[src/rc2_pkg.sv]
`timescale 1ns / 1ps
package rc2_pkg;

    localparam int KEY_DEPTH = 128;

    typedef enum logic [1:0] {
        ACT_KEY = 2'd0,
        ACT_ENC = 2'd1,
        ACT_DEC = 2'd2,
        ACT_NONE = 2'd3
    } action_t;

    typedef enum logic [1:0] {
        ST_DONE = 2'd0,
        ST_KEY_READY = 2'd1,
        ST_KEY_ERR = 2'd2,
        ST_NO_KEY = 2'd3
    } status_t;

    // Command from the front end to the engine.
    typedef enum logic [1:0] {
        CMD_EXPAND = 2'd0,
        CMD_ENC = 2'd1,
        CMD_DEC = 2'd2,
        CMD_REPORT = 2'd3
    } cmd_kind_t;

    typedef struct packed {
        cmd_kind_t kind;
        logic [7:0] key_len;
        status_t status;
        logic [63:0] block;
    } cmd_t;

    typedef enum logic [3:0] {
        EN_IDLE,
        EN_FWD,
        EN_BACK_RD,
        EN_BACK_WR,
        EN_MASK_RD,
        EN_MASK_WR,
        EN_REV_RD,
        EN_REV_WR,
        EN_SK_RD,
        EN_SK_WR,
        EN_MIX,
        EN_MASH,
        EN_OUT
    } eng_state_t;

    function automatic logic [7:0] pi_lookup(input logic [7:0] idx);
        logic [7:0] t [256];
        t = '{
        8'hd9,8'h78,8'hf9,8'hc4,8'h19,8'hdd,8'hb5,8'hed,8'h28,8'he9,8'hfd,8'h79,8'h4a,8'ha0,8'hd8,8'h9d,
        8'hc6,8'h7e,8'h37,8'h83,8'h2b,8'h76,8'h53,8'h8e,8'h62,8'h4c,8'h64,8'h88,8'h44,8'h8b,8'hfb,8'ha2,
        8'h17,8'h9a,8'h59,8'hf5,8'h87,8'hb3,8'h4f,8'h13,8'h61,8'h45,8'h6d,8'h8d,8'h09,8'h81,8'h7d,8'h32,
        8'hbd,8'h8f,8'h40,8'heb,8'h86,8'hb7,8'h7b,8'h0b,8'hf0,8'h95,8'h21,8'h22,8'h5c,8'h6b,8'h4e,8'h82,
        8'h54,8'hd6,8'h65,8'h93,8'hce,8'h60,8'hb2,8'h1c,8'h73,8'h56,8'hc0,8'h14,8'ha7,8'h8c,8'hf1,8'hdc,
        8'h12,8'h75,8'hca,8'h1f,8'h3b,8'hbe,8'he4,8'hd1,8'h42,8'h3d,8'hd4,8'h30,8'ha3,8'h3c,8'hb6,8'h26,
        8'h6f,8'hbf,8'h0e,8'hda,8'h46,8'h69,8'h07,8'h57,8'h27,8'hf2,8'h1d,8'h9b,8'hbc,8'h94,8'h43,8'h03,
        8'hf8,8'h11,8'hc7,8'hf6,8'h90,8'hef,8'h3e,8'he7,8'h06,8'hc3,8'hd5,8'h2f,8'hc8,8'h66,8'h1e,8'hd7,
        8'h08,8'he8,8'hea,8'hde,8'h80,8'h52,8'hee,8'hf7,8'h84,8'haa,8'h72,8'hac,8'h35,8'h4d,8'h6a,8'h2a,
        8'h96,8'h1a,8'hd2,8'h71,8'h5a,8'h15,8'h49,8'h74,8'h4b,8'h9f,8'hd0,8'h5e,8'h04,8'h18,8'ha4,8'hec,
        8'hc2,8'he0,8'h41,8'h6e,8'h0f,8'h51,8'hcb,8'hcc,8'h24,8'h91,8'haf,8'h50,8'ha1,8'hf4,8'h70,8'h39,
        8'h99,8'h7c,8'h3a,8'h85,8'h23,8'hb8,8'hb4,8'h7a,8'hfc,8'h02,8'h36,8'h5b,8'h25,8'h55,8'h97,8'h31,
        8'h2d,8'h5d,8'hfa,8'h98,8'he3,8'h8a,8'h92,8'hae,8'h05,8'hdf,8'h29,8'h10,8'h67,8'h6c,8'hba,8'hc9,
        8'hd3,8'h00,8'he6,8'hcf,8'he1,8'h9e,8'ha8,8'h2c,8'h63,8'h16,8'h01,8'h3f,8'h58,8'he2,8'h89,8'ha9,
        8'h0d,8'h38,8'h34,8'h1b,8'hab,8'h33,8'hff,8'hb0,8'hbb,8'h48,8'h0c,8'h5f,8'hb9,8'hb1,8'hcd,8'h2e,
        8'hc5,8'hf3,8'hdb,8'h47,8'he5,8'ha5,8'h9c,8'h77,8'h0a,8'ha6,8'h20,8'h68,8'hfe,8'h7f,8'hc1,8'had
        };
        return t[idx];
    endfunction

endpackage

[src/rc2_queue.sv]
`timescale 1ns / 1ps
module rc2_queue
    import rc2_pkg::*;
(
    input  logic clk,
    input  logic rst_n,
    input  logic push,
    input  cmd_t push_data,
    output logic full,
    input  logic pop,
    output logic not_empty,
    output cmd_t head
);

    cmd_t       slot_reg [2];
    logic       wr_ptr_reg, rd_ptr_reg;
    logic [1:0] count_reg;

    assign full = count_reg == 2'd2;
    assign not_empty = count_reg != 2'd0;
    assign head = slot_reg[rd_ptr_reg];

    always_ff @(posedge clk)
    begin
        if (push)
        begin
            slot_reg[wr_ptr_reg] <= push_data;
        end
    end

    always_ff @(posedge clk or negedge rst_n)
    begin
        if (!rst_n)
        begin
            wr_ptr_reg <= 1'b0;
            rd_ptr_reg <= 1'b0;
            count_reg <= '0;
        end
        else
        begin
            if (push)
            begin
                wr_ptr_reg <= ~wr_ptr_reg;
            end
            if (pop)
            begin
                rd_ptr_reg <= ~rd_ptr_reg;
            end
            count_reg <= count_reg + 2'(push) - 2'(pop);
        end
    end

    assert property (@(posedge clk) disable iff (!rst_n) pop |-> not_empty)
        else $error("pop from empty queue");
    assert property (@(posedge clk) disable iff (!rst_n) count_reg != 2'd3)
        else $error("queue count overrun");
    assert property (@(posedge clk) disable iff (!rst_n)
        (push && !pop && count_reg == 2'd1) |=> full)
        else $error("queue count lost");

endmodule

[config.mk]
export PLATFORM = sky130hd
export DESIGN_NAME = rc2_queue
export DESIGN_NICKNAME = d
export VERILOG_FILES = /design/src/rc2_pkg.sv /design/src/rc2_queue.sv
export SDC_FILE = /design/constraint.sdc
export NUM_CORES = 1
export LEC_CHECK = 0
export BUFFER_PORTS_ARGS = -buffer_cell sky130_fd_sc_hd__buf_2
export CORE_ASPECT_RATIO = 0.75
export CORE_MARGIN = 2
export CORE_UTILIZATION = 46
export CTS_CLUSTER_DIAMETER = 60
export DETAILED_ROUTE_END_ITERATION = 10
export PLACE_DENSITY = 0.68
export SYNTH_ARGS = -nofsm -noshare
export SYNTH_HDL_FRONTEND = slang
export SYNTH_SLANG_ARGS = --single-unit
export TNS_END_PERCENT = 1
[constraint.sdc]
create_clock -name clk -period 5.4 [get_ports clk]
set_clock_uncertainty 0.15 [all_clocks]
set_input_delay 1.08 -clock clk [delete_from_list [all_inputs] [get_ports clk]]
set_output_delay 1.08 -clock clk [all_outputs]
set_load 0.01 [all_outputs]
# Word level (Yosys, flattened, before mapping)
# Memory sizes are Yosys's and may differ from the RTL's.
# Index checks and enable logic that the tools add are counted.
# W data, S select, Z words.
# classes
add_sub_neg	2
n_eq_ne	1
mux	2
bitwise_logic	2
reduce_logical	1
# op_table
cell	count
$add A2 B1 Y2	1
$eq A2 B2 Y1 const B	1
$mux W1	2
$not A1 Y1	2
$reduce_bool A2 Y1	1
$sub A2 B1 Y2	1
# word_totals
register_bits	4
ram_bits	152
memories	1
# mem_list
memory	words	word_bits	rd	rd_ports_with_merged_regs	wr	line_no	text
slot_reg	2	76	1	0	1	rc2_queue.sv:15	cmd_t slot_reg [2];

# Depth between registers and ports, before layout
# Gate-level depths: netlist of run 1.
# logic_depth
word_depth	2
depth_mapped	5

# Least setup slack after synthesis of run 1
# OpenSTA, ideal clock, no wires.
# synth_timing
kind	input port to flip-flop
start	input port push
end	memory slot_reg[0][0] (netlist bit), enable pin
setup_time_ps	520
arrival_time_ps	4407
t_required_ps	4730
slack_ps	323
path_stages	1
path_buffers	0
path_cell_list	nor2b_1
# synth_via
elab_chain_cells	2
# synth_lines
item	line_no	text
start: declaration	rc2_queue.sv:7	input logic push,
$mux W1	rc2_queue.sv:25	if (push)
$mux W1 (not written as such)	rc2_queue.sv:27	slot_reg[wr_ptr_reg] <= push_data;
end: declaration	rc2_queue.sv:15	
# No other way between the ends.

==> metrics.txt, run 1 <==
arrival time at the worst endpoint=2450 ps; DIE WIDTH=133.8 um; total global routing overflow=0; cell type with the highest aggregate area in the netlist=sky130_fd_sc_hd__edfxtp_1; fin util=59.46%; Post-CTS Hold Fix Bufs=0; wire length of the first global-routing pass=14700 um; syn_area_per_cell=23.05 um2; maximum single-stage delay on the critical path=980 ps; Finished Cell Area=7317 um2; max-cap violations=0; Peak supply drop=0.4700 mV; number of resized instances in the post-cts repair step=0; share of final-layout standard cells stronger than drive strength 1=62.44%; nets in the synthesized netlist=334; fraction of synthesized cell area taken by the top area cell type=78.59%; number of vias per cell after detailed routing=4.765; Min Clock Period, post-route=3679 ps; crit path launch type=register; critical path class=register to output pin; TNS Setup=0 ps; die area=13550 um2; 1st-iter DRT viols=121; final net count=503; CTS tree=yes; Total Wirelength=9700 um; switching share of total power=28.27%; element type at the critical path end=output pin; io pins=158; Net Switching=1.099 mW; total number of H-tree levels=4; flip-flop count of the largest register after layout=152; Site Rows=35; final number of setup-violating endpoints=0; total CTS buffers=17; average wire length per cell after detail routing=16.17 um; routability-driven placement congestion ratio=0.7326; max frequency=271.8 MHz; Pre-antenna DRT Iters=5; vias after detailed routing=2859; number of register bits inferred by synthesis=156; antenna violations before repair=2; count of input and output buffers=157; post-synth design cell area=5808 um2; worst path cell trace=buf_4, mux2_2, buf_2; Warnings, synthesis=0; n_diodes=0; ranking of synthesized cells by area=sky130_fd_sc_hd__edfxtp_1 79%, sky130_fd_sc_hd__mux2_2 8.9%, sky130_fd_sc_hd__mux2_4 7.8%; Max Slew Vio Count=0; cell internal power dissipation=2.788 mW; largest net degree at the start of global routing=77; cell chosen for the clock root=sky130_fd_sc_hd__clkbuf_16; clock transition at the register clock pins on the worst setup and hold paths after CTS=60 ps; Hold Crit Class=input pin to async pin; sequential cell area fraction in the yosys report=80.31%; actual transition at the worst max-transition pin=1061 ps; placed cell area=6754 um2; most frequent cell after synthesis=sky130_fd_sc_hd__edfxtp_1; Netlist cell types=13; vertical die dimension=101.3 um; clk sinks=156; clock tree buffer depth=2; clock network fraction of total power=28.8%; primary flip-flop cell chosen by synthesis mapping=sky130_fd_sc_hd__edfxtp_1; core area=12310 um2; leakage power summed over all cells=2.865 nW; maximum fanout count along the critical path=57; instance count of the mapped netlist=252; asr flop ratio synth=2.564%; post-detailed-route count of antenna-violating nets=0; Skew-Pair Late Insertion Delay=410 ps; fin crit share=68.12%; Max-slew headroom=29.25%; half-perimeter wire length after detailed placement=6143 um; Synth-to-Final Area Change=25.98%; number of enable-type register cells in the synthesized netlist=152; status=finished, final reports clean; Flop pwr share=45.3%; Synth top cells by count=152 x sky130_fd_sc_hd__edfxtp_1, 46 x sky130_fd_sc_hd__mux2_2, 30 x sky130_fd_sc_hd__mux2_4; vias in the first global route=2962; setup repair after global routing missed its margin=no; standard cell with the maximum stage delay on the critical path=sky130_fd_sc_hd__dfrtp_4; all-layer global routing usage=14.67%; DRC=0; Initial Util=47.20%; number of post-CTS setup repair buffers=0; power density of the placed cells=531.3 nW/um2; final-report hold violation count=0; portion of total power attributed to combinational logic=26.0%; Worst EP required=4170 ps
-- routing by layer --
layer  global-route usage [%]  wire (um)  up-vias
met4                    6.874        161        4
li1                         -          -     1339
met5                        0         23        -
met1                    17.95       4129     1360
met2                    21.81       4376      139
met3                    7.608       1009       17
-- area by class of cell --
cell class	count	area (um2)
Fill cell	913	4989
Clock inverter	15	137.6
Tap cell	166	207.7
Clock buffer	17	425.4
Inverter	2	7.507
Timing Repair Buffer	159	800.8
Multi-Input combinational cell	85	1070
Sequential cell	156	4668
-- placed cells by master, fill, tap and decap left out --
cell                         count
sky130_fd_sc_hd__and2_4          1
sky130_fd_sc_hd__buf_2         157
sky130_fd_sc_hd__buf_4           2
sky130_fd_sc_hd__bufinv_16       1
sky130_fd_sc_hd__clkbuf_16      17
sky130_fd_sc_hd__clkinv_2        3
sky130_fd_sc_hd__clkinv_4        1
sky130_fd_sc_hd__clkinvlp_4      3
sky130_fd_sc_hd__dfrtp_1         3
sky130_fd_sc_hd__dfrtp_4         1
sky130_fd_sc_hd__edfxtp_1      152
sky130_fd_sc_hd__ha_1            2
sky130_fd_sc_hd__inv_1           2
sky130_fd_sc_hd__inv_6           7
sky130_fd_sc_hd__mux2_2         46
sky130_fd_sc_hd__mux2_4         30
sky130_fd_sc_hd__nor2b_1         1
sky130_fd_sc_hd__nor2b_4         1
sky130_fd_sc_hd__or2_2           1
sky130_fd_sc_hd__xor2_1          2
sky130_fd_sc_hd__xor3_1          1
-- per-stage QoR --
step | hold WS (ps) | setup slack, ps | std cells | power (mW)
floorplan | 305.5 | 323.1 | 252 | 2.472
global placement | 378.5 | 2160 | 568 | 2.798
detailed placement | 386.4 | 2127 | 568 | 2.822
CTS | 293.3 | 1666 | 600 | 3.946
global route | 292.1 | 1595 | 600 | 4.071
finish | 311.3 | 1721 | 600 | 3.887
-- cells by family after synthesis --
kind of cell,Yosys count,share of synthesized area [%]
DFF,156,80.31
muxes,76,16.67
buffers and inverters,11,1.443
and+or+nand+nor,4,0.4310
xor gates and xnor gates,3,0.7109
adders and majority gates,2,0.4308
-- worst max-delay path, delay by kind of cell, from the launching register on --
family                 cells  cell delay [ps]
flip-flops                 1              980
buffers and inverters      2              620
multiplexers               1              390
-- final timing paths --
check | startpoint | endpoint | slack [ps] | depth (start not counted)
min in group clk | wr_ptr_reg$_DFFE_PN0P_ | wr_ptr_reg$_DFFE_PN0P_ | 400 | 1
max in group asynchronous | rst_n | rd_ptr_reg$_DFFE_PN0P_ | 4650 | 1
setup reg to reg | wr_ptr_reg$_DFFE_PN0P_ | slot_reg[0][63]$_DFFE_PP_ | 3120 | 2
hold reg to reg | wr_ptr_reg$_DFFE_PN0P_ | wr_ptr_reg$_DFFE_PN0P_ | 400 | 1
hold / removal | rst_n | count_reg[0]$_DFF_PN0_ | 310 | 1
setup / recovery | rd_ptr_reg$_DFFE_PN0P_ | head[22] | 1720 | 3
-- power by group through the flow --
stage / clock network (mW) / registers (mW) / logic, mW
2_1_floorplan: 0 / 1.69 / 0.778
3_3_place_gp: 0 / 1.78 / 1.02
3_5_place_dp: 0 / 1.79 / 1.03
4_1_cts: 1.14 / 1.77 / 1.03
5_1_grt: 1.19 / 1.79 / 1.09
6_report: 1.12 / 1.76 / 1.01
Note: power is estimated with default switching activity, not from simulation.
==> inputs of run 2 (changes only) <==
Clock period 5.4 ns to 3.6 ns, I/O delays scaled along.
==> metrics.txt, run 2 (synthesized netlist as in run 1, its figures left out) <==
status=finished, final reports clean; clock tree buffer depth=2; max frequency=368.1 MHz; share of final-layout standard cells stronger than drive strength 1=61.64%; Synth-to-Final Area Change=27.53%; total number of H-tree levels=4; clock network fraction of total power=29.4%; Skew-Pair Late Insertion Delay=400 ps; die area=13550 um2; vias in the first global route=2999; routability-driven placement congestion ratio=0.7139; antenna violations before repair=0; switching share of total power=27.07%; Max-slew headroom=63.96%; worst slack at placement=1289 ps; clk sinks=156; combined flip-flop and latch cell area=4668 um2; vias after detailed routing=2889; all-layer global routing usage=15.30%; vertical die dimension=101.3 um; count of fill cells added during filler insertion=923; largest net degree at the start of global routing=45; n_diodes=0; final-report hold violation count=0; total global routing overflow=0; Pre-antenna DRT Iters=4; Net Switching=1.611 mW; flip-flop count of the largest register after layout=152; cell internal power dissipation=4.340 mW; wire length of the first global-routing pass=15160 um; element type at the critical path end=output pin; leakage power summed over all cells=2.906 nW; CTS tree=yes; total CTS buffers=17; Post-CTS Hold Fix Bufs=1; Finished Cell Area=7407 um2; DIE WIDTH=133.8 um; arrival time at the worst endpoint=1850 ps; crit path launch type=register; average wire length per cell after detail routing=16.47 um; core area=12310 um2; number of resized instances in the post-cts repair step=0; Initial Util=47.20%; Peak supply drop=0.3863 mV; maximum fanout count along the critical path=35; fin util=60.19%; Flop pwr share=42.1%; Hold Crit Class=input pin to register; placed cell area=6814 um2; 1st-iter DRT viols=161; number of post-CTS setup repair buffers=0; Min Clock Period, post-route=2717 ps; number of vias per cell after detailed routing=4.783; portion of total power attributed to combinational logic=28.5%; final number of setup-violating endpoints=0; Site Rows=35; Total Wirelength=9945 um; DRC=0; Max Slew Vio Count=0; commonest non-fill, non-tap cell in the layout=sky130_fd_sc_hd__buf_2; post-detailed-route count of antenna-violating nets=0; Worst EP required=2730 ps; fin crit share=75.47%; clock transition at the register clock pins on the worst setup and hold paths after CTS=60 ps; final setup margin=883.1 ps; io pins=158; cell chosen for the clock root=sky130_fd_sc_hd__clkbuf_16; TNS Setup=0 ps; max-cap violations=0; leading cell types in the layout, fill and taps excluded=157 x sky130_fd_sc_hd__buf_2, 152 x sky130_fd_sc_hd__edfxtp_1, 46 x sky130_fd_sc_hd__mux2_2; count of input and output buffers=157; final net count=507; setup repair after global routing missed its margin=no; multi-input combinational cell area=1070 um2; half-perimeter wire length after detailed placement=6264 um; critical path class=register to output pin; power density of the placed cells=803.4 nW/um2; actual transition at the worst max-transition pin=540.6 ps
-- run 2: changes by cell type in the layout (fill, tap and decap cells not counted), moves of 2 or more --
cell,before,now
sky130_fd_sc_hd__inv_6,7,0
sky130_fd_sc_hd__bufinv_16,1,3
sky130_fd_sc_hd__clkinv_1,0,2
sky130_fd_sc_hd__buf_12,0,3
sky130_fd_sc_hd__clkbuf_1,0,2
-- run 2: power groups by stage --
stage / logic (mW) / registers (mW) / clock network [mW]
6_report: 1.70 / 2.50 / 1.75
5_1_grt: 1.84 / 2.54 / 1.86
4_1_cts: 1.75 / 2.51 / 1.78
3_5_place_dp: 1.74 / 2.54 / 0
3_3_place_gp: 1.72 / 2.53 / 0
2_1_floorplan: 1.17 / 2.53 / 0
-- run 2: worst paths after layout --
check,slack [ps],from,cells past startpoint,to
worst max-delay path,880,rd_ptr_reg$_DFFE_PN0P_,3,head[71]
worst min-delay path,340,push_data[49],1,slot_reg[1][49]$_DFFE_PP_
worst max register to register,1870,wr_ptr_reg$_DFFE_PN0P_,2,slot_reg[1][70]$_DFFE_PP_
worst min register to register,400,wr_ptr_reg$_DFFE_PN0P_,1,wr_ptr_reg$_DFFE_PN0P_
max in group asynchronous,2640,rst_n,2,rd_ptr_reg$_DFFE_PN0P_
min in group asynchronous,520,rst_n,2,count_reg[0]$_DFF_PN0_
-- run 2: critical path, cell delays in order, from the launching register on --
cell and delay, ps:
sky130_fd_sc_hd__dfrtp_4 420, sky130_fd_sc_hd__buf_4 460, sky130_fd_sc_hd__mux2_2 410, sky130_fd_sc_hd__buf_2 140
-- run 2: stage by stage --
step	power (mW)	hold slack, ps	instances
6_report	5.951	344.8	604
2_1_floorplan	3.697	274.4	252
5_1_grt	6.236	321.8	604
4_1_cts	6.037	327.2	604
3_3_place_gp	4.248	379.6	571
3_5_place_dp	4.278	380.9	571
-- run 2: cell type report --
class | instances | share of cell area [%]
sequential | 156 | 63.02
multi-input combinational | 85 | 14.44
timing repair buffer | 163 | 11.76
clock buffer | 19 | 5.845
tap | 166 | 2.804
clock inverter | 13 | 2.027
inverter | 2 | 0.1014
-- run 2: metal layers --
| metal | GRT usage, % | up-vias | wire [um] |
|---|---|---|---|
| li1 | - | 1347 | - |
| met1 | 19.25 | 1425 | 4392 |
| met2 | 23.63 | 105 | 4578 |
| met3 | 5.606 | 12 | 816 |
| met4 | 7.856 | 0 | 157 |
| met5 | 0 | - | 0 |
