[src/rc2_pkg.sv]
`timescale 1ns / 1ps
package rc2_pkg;

    localparam int KEY_DEPTH = 128;

    typedef enum logic [1:0] {
        ACT_KEY = 2'd0,
        ACT_ENC = 2'd1,
        ACT_DEC = 2'd2,
        ACT_NONE = 2'd3
    } action_t;

    typedef enum logic [1:0] {
        ST_DONE = 2'd0,
        ST_KEY_READY = 2'd1,
        ST_KEY_ERR = 2'd2,
        ST_NO_KEY = 2'd3
    } status_t;

    // Command from the front end to the engine.
    typedef enum logic [1:0] {
        CMD_EXPAND = 2'd0,
        CMD_ENC = 2'd1,
        CMD_DEC = 2'd2,
        CMD_REPORT = 2'd3
    } cmd_kind_t;

    typedef struct packed {
        cmd_kind_t kind;
        logic [7:0] key_len;
        status_t status;
        logic [63:0] block;
    } cmd_t;

    typedef enum logic [3:0] {
        EN_IDLE,
        EN_FWD,
        EN_BACK_RD,
        EN_BACK_WR,
        EN_MASK_RD,
        EN_MASK_WR,
        EN_REV_RD,
        EN_REV_WR,
        EN_SK_RD,
        EN_SK_WR,
        EN_MIX,
        EN_MASH,
        EN_OUT
    } eng_state_t;

    function automatic logic [7:0] pi_lookup(input logic [7:0] idx);
        logic [7:0] t [256];
        t = '{
        8'hd9,8'h78,8'hf9,8'hc4,8'h19,8'hdd,8'hb5,8'hed,8'h28,8'he9,8'hfd,8'h79,8'h4a,8'ha0,8'hd8,8'h9d,
        8'hc6,8'h7e,8'h37,8'h83,8'h2b,8'h76,8'h53,8'h8e,8'h62,8'h4c,8'h64,8'h88,8'h44,8'h8b,8'hfb,8'ha2,
        8'h17,8'h9a,8'h59,8'hf5,8'h87,8'hb3,8'h4f,8'h13,8'h61,8'h45,8'h6d,8'h8d,8'h09,8'h81,8'h7d,8'h32,
        8'hbd,8'h8f,8'h40,8'heb,8'h86,8'hb7,8'h7b,8'h0b,8'hf0,8'h95,8'h21,8'h22,8'h5c,8'h6b,8'h4e,8'h82,
        8'h54,8'hd6,8'h65,8'h93,8'hce,8'h60,8'hb2,8'h1c,8'h73,8'h56,8'hc0,8'h14,8'ha7,8'h8c,8'hf1,8'hdc,
        8'h12,8'h75,8'hca,8'h1f,8'h3b,8'hbe,8'he4,8'hd1,8'h42,8'h3d,8'hd4,8'h30,8'ha3,8'h3c,8'hb6,8'h26,
        8'h6f,8'hbf,8'h0e,8'hda,8'h46,8'h69,8'h07,8'h57,8'h27,8'hf2,8'h1d,8'h9b,8'hbc,8'h94,8'h43,8'h03,
        8'hf8,8'h11,8'hc7,8'hf6,8'h90,8'hef,8'h3e,8'he7,8'h06,8'hc3,8'hd5,8'h2f,8'hc8,8'h66,8'h1e,8'hd7,
        8'h08,8'he8,8'hea,8'hde,8'h80,8'h52,8'hee,8'hf7,8'h84,8'haa,8'h72,8'hac,8'h35,8'h4d,8'h6a,8'h2a,
        8'h96,8'h1a,8'hd2,8'h71,8'h5a,8'h15,8'h49,8'h74,8'h4b,8'h9f,8'hd0,8'h5e,8'h04,8'h18,8'ha4,8'hec,
        8'hc2,8'he0,8'h41,8'h6e,8'h0f,8'h51,8'hcb,8'hcc,8'h24,8'h91,8'haf,8'h50,8'ha1,8'hf4,8'h70,8'h39,
        8'h99,8'h7c,8'h3a,8'h85,8'h23,8'hb8,8'hb4,8'h7a,8'hfc,8'h02,8'h36,8'h5b,8'h25,8'h55,8'h97,8'h31,
        8'h2d,8'h5d,8'hfa,8'h98,8'he3,8'h8a,8'h92,8'hae,8'h05,8'hdf,8'h29,8'h10,8'h67,8'h6c,8'hba,8'hc9,
        8'hd3,8'h00,8'he6,8'hcf,8'he1,8'h9e,8'ha8,8'h2c,8'h63,8'h16,8'h01,8'h3f,8'h58,8'he2,8'h89,8'ha9,
        8'h0d,8'h38,8'h34,8'h1b,8'hab,8'h33,8'hff,8'hb0,8'hbb,8'h48,8'h0c,8'h5f,8'hb9,8'hb1,8'hcd,8'h2e,
        8'hc5,8'hf3,8'hdb,8'h47,8'he5,8'ha5,8'h9c,8'h77,8'h0a,8'ha6,8'h20,8'h68,8'hfe,8'h7f,8'hc1,8'had
        };
        return t[idx];
    endfunction

endpackage

[src/rc2_front.sv]
`timescale 1ns / 1ps
module rc2_front
    import rc2_pkg::*;
(
    input  logic        clk,
    input  logic        rst_n,
    input  logic        in_valid,
    output logic        in_stall,
    input  logic [1:0]  action,
    input  logic [7:0]  key_byte,
    input  logic        key_last,
    input  logic [63:0] block_in,
    input  logic        eng_copy_done,
    output logic        kw_en,
    output logic [6:0]  kw_addr,
    output logic [7:0]  kw_data,
    output logic        q_push,
    output cmd_t        q_data,
    input  logic        q_full
);

    logic [7:0] key_count_reg, key_count_next;
    logic       key_overflow_reg, key_overflow_next;
    logic       expand_pending_reg, expand_pending_next;
    logic       accept;
    logic       has_room;

    // Hold key bytes until the engine has copied the previous key out of the store
    assign in_stall = q_full || (action == ACT_KEY && expand_pending_reg);
    assign accept = in_valid && !in_stall;
    assign has_room = key_count_reg < 8'(KEY_DEPTH);

    always_comb
    begin
        key_count_next = key_count_reg;
        key_overflow_next = key_overflow_reg;
        expand_pending_next = expand_pending_reg;
        kw_en = 1'b0;
        kw_addr = key_count_reg[6:0];
        kw_data = key_byte;
        q_push = 1'b0;
        q_data = '{kind: CMD_REPORT, key_len: key_count_reg, status: ST_NO_KEY,
                   block: block_in};
        if (eng_copy_done)
        begin
            expand_pending_next = 1'b0;
        end
        if (accept)
        begin
            case (action)
                ACT_KEY:
                begin
                    if (has_room)
                    begin
                        kw_en = 1'b1;
                        key_count_next = key_count_reg + 8'd1;
                    end
                    else
                    begin
                        key_overflow_next = 1'b1;
                    end
                    if (key_last)
                    begin
                        q_push = 1'b1;
                        q_data.kind = CMD_EXPAND;
                        q_data.key_len = key_count_next;
                        q_data.status = (key_overflow_next) ? ST_KEY_ERR : ST_KEY_READY;
                        key_count_next = 8'd0;
                        key_overflow_next = 1'b0;
                        expand_pending_next = 1'b1;
                    end
                end
                ACT_ENC, ACT_DEC:
                begin
                    q_push = 1'b1;
                    // the engine picks block or no-key when it pops the item
                    q_data.kind = (action == ACT_ENC) ? CMD_ENC : CMD_DEC;
                    q_data.status = ST_DONE;
                end
                default:
                begin
                end
            endcase
        end
    end

    always_ff @(posedge clk or negedge rst_n)
    begin
        if (!rst_n)
        begin
            key_count_reg <= '0;
            key_overflow_reg <= 1'b0;
            expand_pending_reg <= 1'b0;
        end
        else
        begin
            key_count_reg <= key_count_next;
            key_overflow_reg <= key_overflow_next;
            expand_pending_reg <= expand_pending_next;
        end
    end

    assert property (@(posedge clk) disable iff (!rst_n)
        kw_en |-> !key_count_reg[7])
        else $error("key write past store");
    assert property (@(posedge clk) disable iff (!rst_n)
        (accept && action == ACT_KEY && key_last) |=> key_count_reg == 8'd0)
        else $error("key count not cleared");
    assert property (@(posedge clk) disable iff (!rst_n)
        q_push |-> !q_full)
        else $error("push into full queue");
    assert property (@(posedge clk) disable iff (!rst_n)
        (q_push && q_data.kind == CMD_EXPAND) |-> q_data.key_len != 8'd0)
        else $error("empty key expand");

endmodule

[config.mk]
export PLATFORM = sky130hd
export DESIGN_NAME = rc2_front
export DESIGN_NICKNAME = d
export VERILOG_FILES = /design/src/rc2_pkg.sv /design/src/rc2_front.sv
export SDC_FILE = /design/constraint.sdc
export NUM_CORES = 1
export LEC_CHECK = 0
export ABC_AREA = 0
export BUFFER_PORTS_ARGS = -buffer_cell sky130_fd_sc_hd__buf_2
export CAP_MARGIN = 0
export CORE_AREA = 3 3 74 76
export DETAILED_ROUTE_END_ITERATION = 10
export DIE_AREA = 0 0 77 79
export GPL_TIMING_DRIVEN = 0
export PLACE_DENSITY = 0.75
export SKIP_LAST_GASP = 1
export SYNTH_ARGS = -nofsm -noshare
export SYNTH_HDL_FRONTEND = slang
export SYNTH_SLANG_ARGS = --single-unit
[constraint.sdc]
create_clock -name clk -period 1.9 [get_ports clk]
set_clock_uncertainty 0.2 [all_clocks]
set_input_delay 0.19 -clock clk [delete_from_list [all_inputs] [get_ports clk]]
set_output_delay 0.19 -clock clk [all_outputs]
set_load 0.03 [all_outputs]
; ---- Yosys cells after proc, flatten, opt, wreduce, memory -nomap -nowiden
; Cells that the tools add are included.
[classes]
add_sub_neg = 1
magnitude_cmp = 1
eq_ne = 2
n_mux = 23
reduce_logical = 7
[op_table]
columns = operator, n
row1 = $mux 12, 2
row2 = $mux 8, 3
row3 = $mux 1, 13
row4 = $add 8x1->8 const B, 1
row5 = $lt 8x8->1 const B, 1
row6 = $pmux 2 s2, 2
row7 = $mux 2, 2
row8 = $eq 2x1->1 const B, 1
row9 = $eq 2x2->1 const B, 1
row10 = $logic_and 1x1->1, 2
row11 = $logic_not 2->1, 1
row12 = $pmux 1 s2, 1
row13 = $reduce_and 2->1, 1
row14 = $reduce_or 2->1, 1
row15 = $logic_not 1->1, 1
row16 = $logic_or 1x1->1, 1
[word_totals]
regBits = 10
inputBits = 80
elab_cells = 37

; ---- Depth between registers and ports, before layout
; Gate-level depths: netlist (run 1).
[depth]
depth_word = 10
mapped_depth = 6

; ---- Worst setup path after synthesis (run 1)
; No wires, ideal clock.
[synth_path]
path_type = register to output
startpoint = register expand_pending_reg
endpoint = output q_data[72] (netlist name)
t_arrival_ns = 1.792
path_slack_ns = -0.282
path_stages_with_launch = 6
path_buffers = 2
path_cell_list = dfrtp_1 buf_6 or3b_1 buf_2 nor4_1 xor2_1
[synth_rtl]
columns = element, line_no
row1 = "start, declared", rc2_front.sv:24  ; logic expand_pending_reg, expand_pending_next;
row2 = "start signal, assigned", rc2_front.sv:99  ; expand_pending_reg <= expand_pending_next;
row3 = "end, declared", rc2_front.sv:18  ; output cmd_t q_data,

==> results.sh, run 1 <==
export IMPL_critPathArrivalTime_ns=1.75
export IMPL_io_pins=174
export IMPL_status="complete, but fails checks"
export IMPL_insertion_delay_ns=0.23
export IMPL_grt_pass1_wl_um=6790
export IMPL_syn_inst=182
export IMPL_setup_ws_ns=-0.238
export IMPL_final_nets=385
export IMPL_clock_path_buffers=2
export IMPL_finalCritPeriodShare_pct=113
export IMPL_critPathMaxStageDelay_ns=0.50
export IMPL_setup_worst_path_start_class="flip-flop"
export IMPL_ys_types=41
export IMPL_cts_htree_levels=1
export IMPL_hold_path_class="input port to asynchronous set/reset pin"
export IMPL_rsz0062_at_grt="yes"
export IMPL_avgSynthCellArea_um2=7.87
export IMPL_cts_tree="yes"
export IMPL_clockRootBuffer="clkbuf_8"
export IMPL_crit_chain="or3b_4 -> buf_4 -> nor3_4 -> xor2_2 -> buf_6"
export IMPL_drtIter0Drc=64
export IMPL_ir_drop_uv=234
export IMPL_antenna_left=0
export IMPL_fmax_mhz=468
export IMPL_globalRouteOverflowTotal=0
export IMPL_synthToLayoutAreaGrowth_pct=70.0
export IMPL_start_util_pct=29.9
export IMPL_final_common_cell="buf_4"
export IMPL_largest_register_ffs=8
export IMPL_r2r_end="key_count_reg[3]"
export IMPL_crit_slowest_cell="or3b_4"
export IMPL_ys_flop_type="dfrtp_1"
export IMPL_clk_transition_reported_paths_ns=0.05
export IMPL_dpl_hpwl_um=3900
export IMPL_final_max_slew_violation_count=0
export IMPL_gp_congestion=0.809
export IMPL_io_buffer_count=101
export IMPL_die_h_um=79
export IMPL_violations="setup timing"
export IMPL_tightest_slew_ns=0.509
export IMPL_holdWs_ns=0.167
export IMPL_critPathLaunch="expand_pending_reg"
export IMPL_cts_buffers=3
export IMPL_max_cap_violations=0
export IMPL_mostFrequentLayoutCells="97 x buf_4, 89 x buf_2, 10 x nand2_1, 10 x buf_6"
export IMPL_post_place_ws_ns=-0.289
export IMPL_vias_per_cell=4.35
export IMPL_grt_max_degree=11
export IMPL_synthArstFlopShare_pct=100
export IMPL_leakage_nw=1.29
export IMPL_wl_per_cell_um=12.8
export IMPL_syn_cell_area_um2=1430
export IMPL_end_kind="primary output"
export IMPL_antenna_found_initial=0
export IMPL_endpoint="q_data[68]"
export IMPL_ys_warnings_count=0
export IMPL_die_x_um=77
export IMPL_powerDensity_nw_per_um2=540
export IMPL_required_ns=1.51
export IMPL_yosys_register_bits=10
export IMPL_grt_pass1_vias=1499
export IMPL_num_rows=25
export IMPL_setup_violations_final=11
export IMPL_period_minus_slack_ns=2.14
export IMPL_worstPathMaxFanout=7
export IMPL_slew_limit_headroom_pct=66.1
export IMPL_crit_type="flip-flop to primary output"
export IMPL_dieArea_um2=6080
export IMPL_dr_total_vias=1596
export IMPL_cts_sinks=10
export IMPL_r2r_cells=5
export IMPL_gr_usage_all_layers_pct=13.7
export IMPL_hold_viol=0
export IMPL_drive_gt1_share_pct=76.3
export IMPL_synth_seq_area_share_pct=17.5
export IMPL_num_antenna_cells=0
export IMPL_r2r_start="key_count_reg[7]"
export IMPL_wirelength_um=4690
export IMPL_dr_pass1_iters=4
export IMPL_synth_nets=265
export IMPL_synth_edff_count=0
export IMPL_route_detailed_drc=0
export IMPL_r2r_slack_ns=0.03
export IMPL_fp_coreArea_um2=4790
-- synthesized netlist by cell type, types with 2 or more instances --
cell      number  area (µm²)
inv_1          6        22.5
o21a_1         2        15.0
a21oi_1        2        10.0
nor2b_1        3        18.8
nand2b_1       3        18.8
dfrtp_1       10         250
nor4_1         2        12.5
xor2_1         5        43.8
nor3_1         5        25.0
ha_1           3        37.5
a31oi_1        4        25.0
clkbuf_1       4        15.0
nand3_1        3        15.0
buf_4         79         593
nand4b_1       2        17.5
o21ai_0        8        40.0
or3_1          2        12.5
nor2_1         5        18.8
o311ai_1       2        17.5
nand2_1       11        41.3
-- layout make-up --
cell class | count | area, µm²
buffer | 82 | 609
clock buffer | 3 | 41.3
multi-input combinational | 81 | 717
tap | 67 | 83.8
fill | 445 | 2350
timing repair buffer | 118 | 706
inverter | 6 | 22.5
sequential | 10 | 256
-- layer usage --
| layer | global-route usage (%) | vias to the layer above | wire [µm] |
|---|---|---|---|
| li1 | - | 767 | - |
| met4 | 2.14 | 0 | 19 |
| met5 | 0 | - | 0 |
| met3 | 2.83 | 2 | 347 |
| met2 | 29.6 | 77 | 2800 |
| met1 | 13.1 | 750 | 1520 |
-- how the worst min path moves through the flow --
stage	startpoint	end	slack, ns
CTS	rst_n	key_count_reg[6]	0.17
global route	rst_n	key_count_reg[6]	0.19
global placement	rst_n	key_count_reg[0]	-0.14
finish	rst_n	key_count_reg[6]	0.17
detailed placement	rst_n	key_count_reg[1]	-0.13
floorplan	rst_n	expand_pending_reg	-0.31
-- where the power goes --
part	leakage (nW)	switching, mW	total [mW]	internal (mW)
sequential	0.120	0.0416	0.285	0.243
combinational	1.15	0.465	0.812	0.346
clock	0.0216	0.0812	0.220	0.139
-- critical path, delay by kind of cell (launching register included) --
kind	cells	cell delay, ns
xor+xnor	1	0.16
buf+inv	2	0.33
flops	1	0.39
simple gates	2	0.64
-- stage by stage --
stage | power (mW) | TNS (ns) | area, µm² | instances | util, %
final | 1.32 | -1.72 | 2440 | 367 | 50.9
after global routing | 1.38 | -2.62 | 2440 | 367 | 50.9
after CTS | 1.29 | -2.83 | 2400 | 366 | 50.1
after detailed placement | 1.01 | -1.50 | 2120 | 350 | 44.2
after global placement | 0.995 | -1.27 | 2120 | 350 | 44.2
after floorplan | 0.833 | -0.389 | 1530 | 182 | -
-- what timing repair did --
| action | in CTS | in global routing |
|---|---|---|
| setup buffers | 11 | 4 |
| hold buffers | 2 | 0 |
| pin swaps | 14 | 8 |
| endpoints found under the hold margin | 11 | 0 |
| setup endpoints to repair | 13 | 15 |
| gates resized for setup | 37 | 17 |
-- kinds of logic after synthesis --
logic type,share of synthesized area [%]
muxes,1.48
adders and majority gates,2.62
AOI/OAI and AO/OA,11.3
DFF,17.5
and+or+nand+nor,18.3
buffers and inverters,45.2
xor gates and xnor gates,3.67
No activity file was read; power rests on OpenSTA's default activity.
==> inputs of run 2 (changes only) <==
Settings changed: CORE_AREA 3 3 74 76 to 8 8 79 81, DIE_AREA 0 0 77 79 to 0 0 87 89, SKIP_LAST_GASP 1 to not set, TNS_END_PERCENT set to 30.
==> run 2 against run 1 <==
The flow still finishes with violations (setup timing). Sequential cell count unchanged. Critical path depth unchanged. Routed wire length increased by 15%. Clock power increased by 27%. Utilization decreased by 3.8 points. Sequential share of layout area increased by 0.40 points. Final cell count unchanged. Clock-buffer cell count increased by 1. Via count decreased by 2.6%. Critical endpoint is now q_data[67]. Largest cell class unchanged.
==> results.sh, run 2 (synthesis results as in run 1) <==
export IMPL_cts_htree_levels=1
export IMPL_setup_violations_final=14
export IMPL_required_ns=1.51
export IMPL_fillCellCount=530
export IMPL_max_cap_violations=0
export IMPL_antenna_left=0
export IMPL_dr_pass1_iters=4
export IMPL_final_cell_area_um2=2350
export IMPL_tightest_slew_ns=0.447
export IMPL_crit_chain="or3b_1 -> buf_6 -> nor3_4 -> mux2_4 -> buf_6"
export IMPL_grt_pass1_vias=1683
export IMPL_finalCritPeriodShare_pct=118
export IMPL_crit_slowest_cell="dfrtp_2"
export IMPL_synthToLayoutAreaGrowth_pct=63.8
export IMPL_wirelength_um=5410
export IMPL_final_common_cell="buf_2"
export IMPL_io_pins=174
export IMPL_grt_pass1_wl_um=7850
export IMPL_num_antenna_cells=0
export IMPL_ir_drop_uv=241
export IMPL_r2r_slack_ns=-0.06
export IMPL_holdWs_ns=0.145
export IMPL_gr_usage_all_layers_pct=12.9
export IMPL_final_cells=367
export IMPL_start_util_pct=28.8
export IMPL_cts_tree="yes"
export IMPL_rsz0062_at_grt="yes"
export IMPL_fmax_mhz=447
export IMPL_violations="setup timing"
export IMPL_largest_register_ffs=8
export IMPL_crit_top_cell="buf_6"
export IMPL_clock_path_buffers=2
export IMPL_hold_viol=0
export IMPL_utilization_pct=47.1
export IMPL_critPathArrivalTime_ns=1.85
export IMPL_vias_per_cell=4.23
export IMPL_setup_ws_ns=-0.337
export IMPL_fp_coreArea_um2=4980
export IMPL_place_area_um2=2110
export IMPL_leakage_nw=1.26
export IMPL_setup_worst_path_start_class="flip-flop"
export IMPL_wl_per_cell_um=14.7
export IMPL_die_h_um=89
export IMPL_critPathMaxStageDelay_ns=0.44
export IMPL_slew_limit_headroom_pct=70.2
export IMPL_end_kind="primary output"
export IMPL_clk_transition_reported_paths_ns=0.05
export IMPL_die_x_um=87
export IMPL_dieArea_um2=7740
export IMPL_mostFrequentLayoutCells="93 x buf_2, 89 x buf_4, 10 x nand2_1, 8 x buf_6, 7 x o21ai_0"
export IMPL_final_max_slew_violation_count=0
export IMPL_cts_buffers=3
export IMPL_dpl_hpwl_um=4650
export IMPL_worstPathMaxFanout=7
export IMPL_cts_sinks=10
export IMPL_route_detailed_drc=0
export IMPL_num_rows=26
export IMPL_globalRouteOverflowTotal=0
export IMPL_antenna_found_initial=0
export IMPL_grt_max_degree=11
export IMPL_placedCellCount=353
export IMPL_io_buffer_count=101
export IMPL_powerDensity_nw_per_um2=574
export IMPL_drive_gt1_share_pct=73.1
export IMPL_period_minus_slack_ns=2.24
export IMPL_status="complete, but fails checks"
export IMPL_insertion_delay_ns=0.25
export IMPL_crit_type="flip-flop to primary output"
export IMPL_gp_congestion=0.822
export IMPL_drtIter0Drc=22
export IMPL_clockRootBuffer="clkbuf_8"
export IMPL_dr_total_vias=1554
export IMPL_hold_path_class="input port to asynchronous set/reset pin"
export IMPL_final_nets=381
## run 2: metrics by stage
step                setup slack, ns  TNS [ns]  total power [mW]
floorplan                    -0.107    -0.387             0.832
global placement             -0.235     -1.19              1.00
detailed placement           -0.258     -1.24              1.01
CTS                          -0.405     -3.07              1.35
global route                 -0.390     -4.19              1.42
finish                       -0.337     -2.66              1.35
## run 2: path summary, 6_finish.rpt
path	to	startpoint	cells after the start
max	q_data[67]	expand_pending_reg	5
min	key_count_reg[6]	rst_n	2
max reg2reg	key_count_reg[0]	expand_pending_reg	6
min reg2reg	key_overflow_reg	key_overflow_reg	1
max in group asynchronous	key_count_reg[2]	rst_n	2
min in group clk	key_count_reg[4]	q_full	4
## run 2: layout make-up
class / instances / area [µm²] / area share [%]
clock buffers: 4 / 55.1 / 2.35
inverters: 6 / 22.5 / 0.960
well taps: 70 / 87.6 / 3.73
plain buffers: 84 / 631 / 26.9
multi-input cells: 81 / 654 / 27.9
flip-flops and latches: 10 / 256 / 10.9
repair buffers: 112 / 639 / 27.3
## run 2: layer usage
layer  share of wire, %  GRT usage (%)  vias up  wire length (µm)
met5                  0              0        -                 0
met4                1.2           4.23        0                63
met3                 10           5.51        5               561
met2                 57           25.5       87              3090
met1                 31           11.4      702              1690
li1                   -              -      760                 -
## run 2: timing repair
action / CTS / global route
endpoints found under the hold margin: 11 / 0
hold buffers: 2 / 0
setup endpoints to repair: 13 / 16
gates resized for setup: 24 / 8
setup buffers: 7 / 2
pin swaps: 5 / 6
## run 2: worst max-delay path: cells and delay by family, from the launching register on
| family | cells | cell delay (ns) |
|---|---|---|
| muxes | 1 | 0.32 |
| DFF | 1 | 0.44 |
| and+or+nand+nor | 2 | 0.54 |
| buffers and inverters | 2 | 0.30 |
## run 2: where the power goes
part	leakage, nW	switching, mW	internal, mW	total, mW
logic	1.11	0.448	0.323	0.771
registers	0.119	0.0523	0.243	0.295
clock network	0.0288	0.0961	0.183	0.279
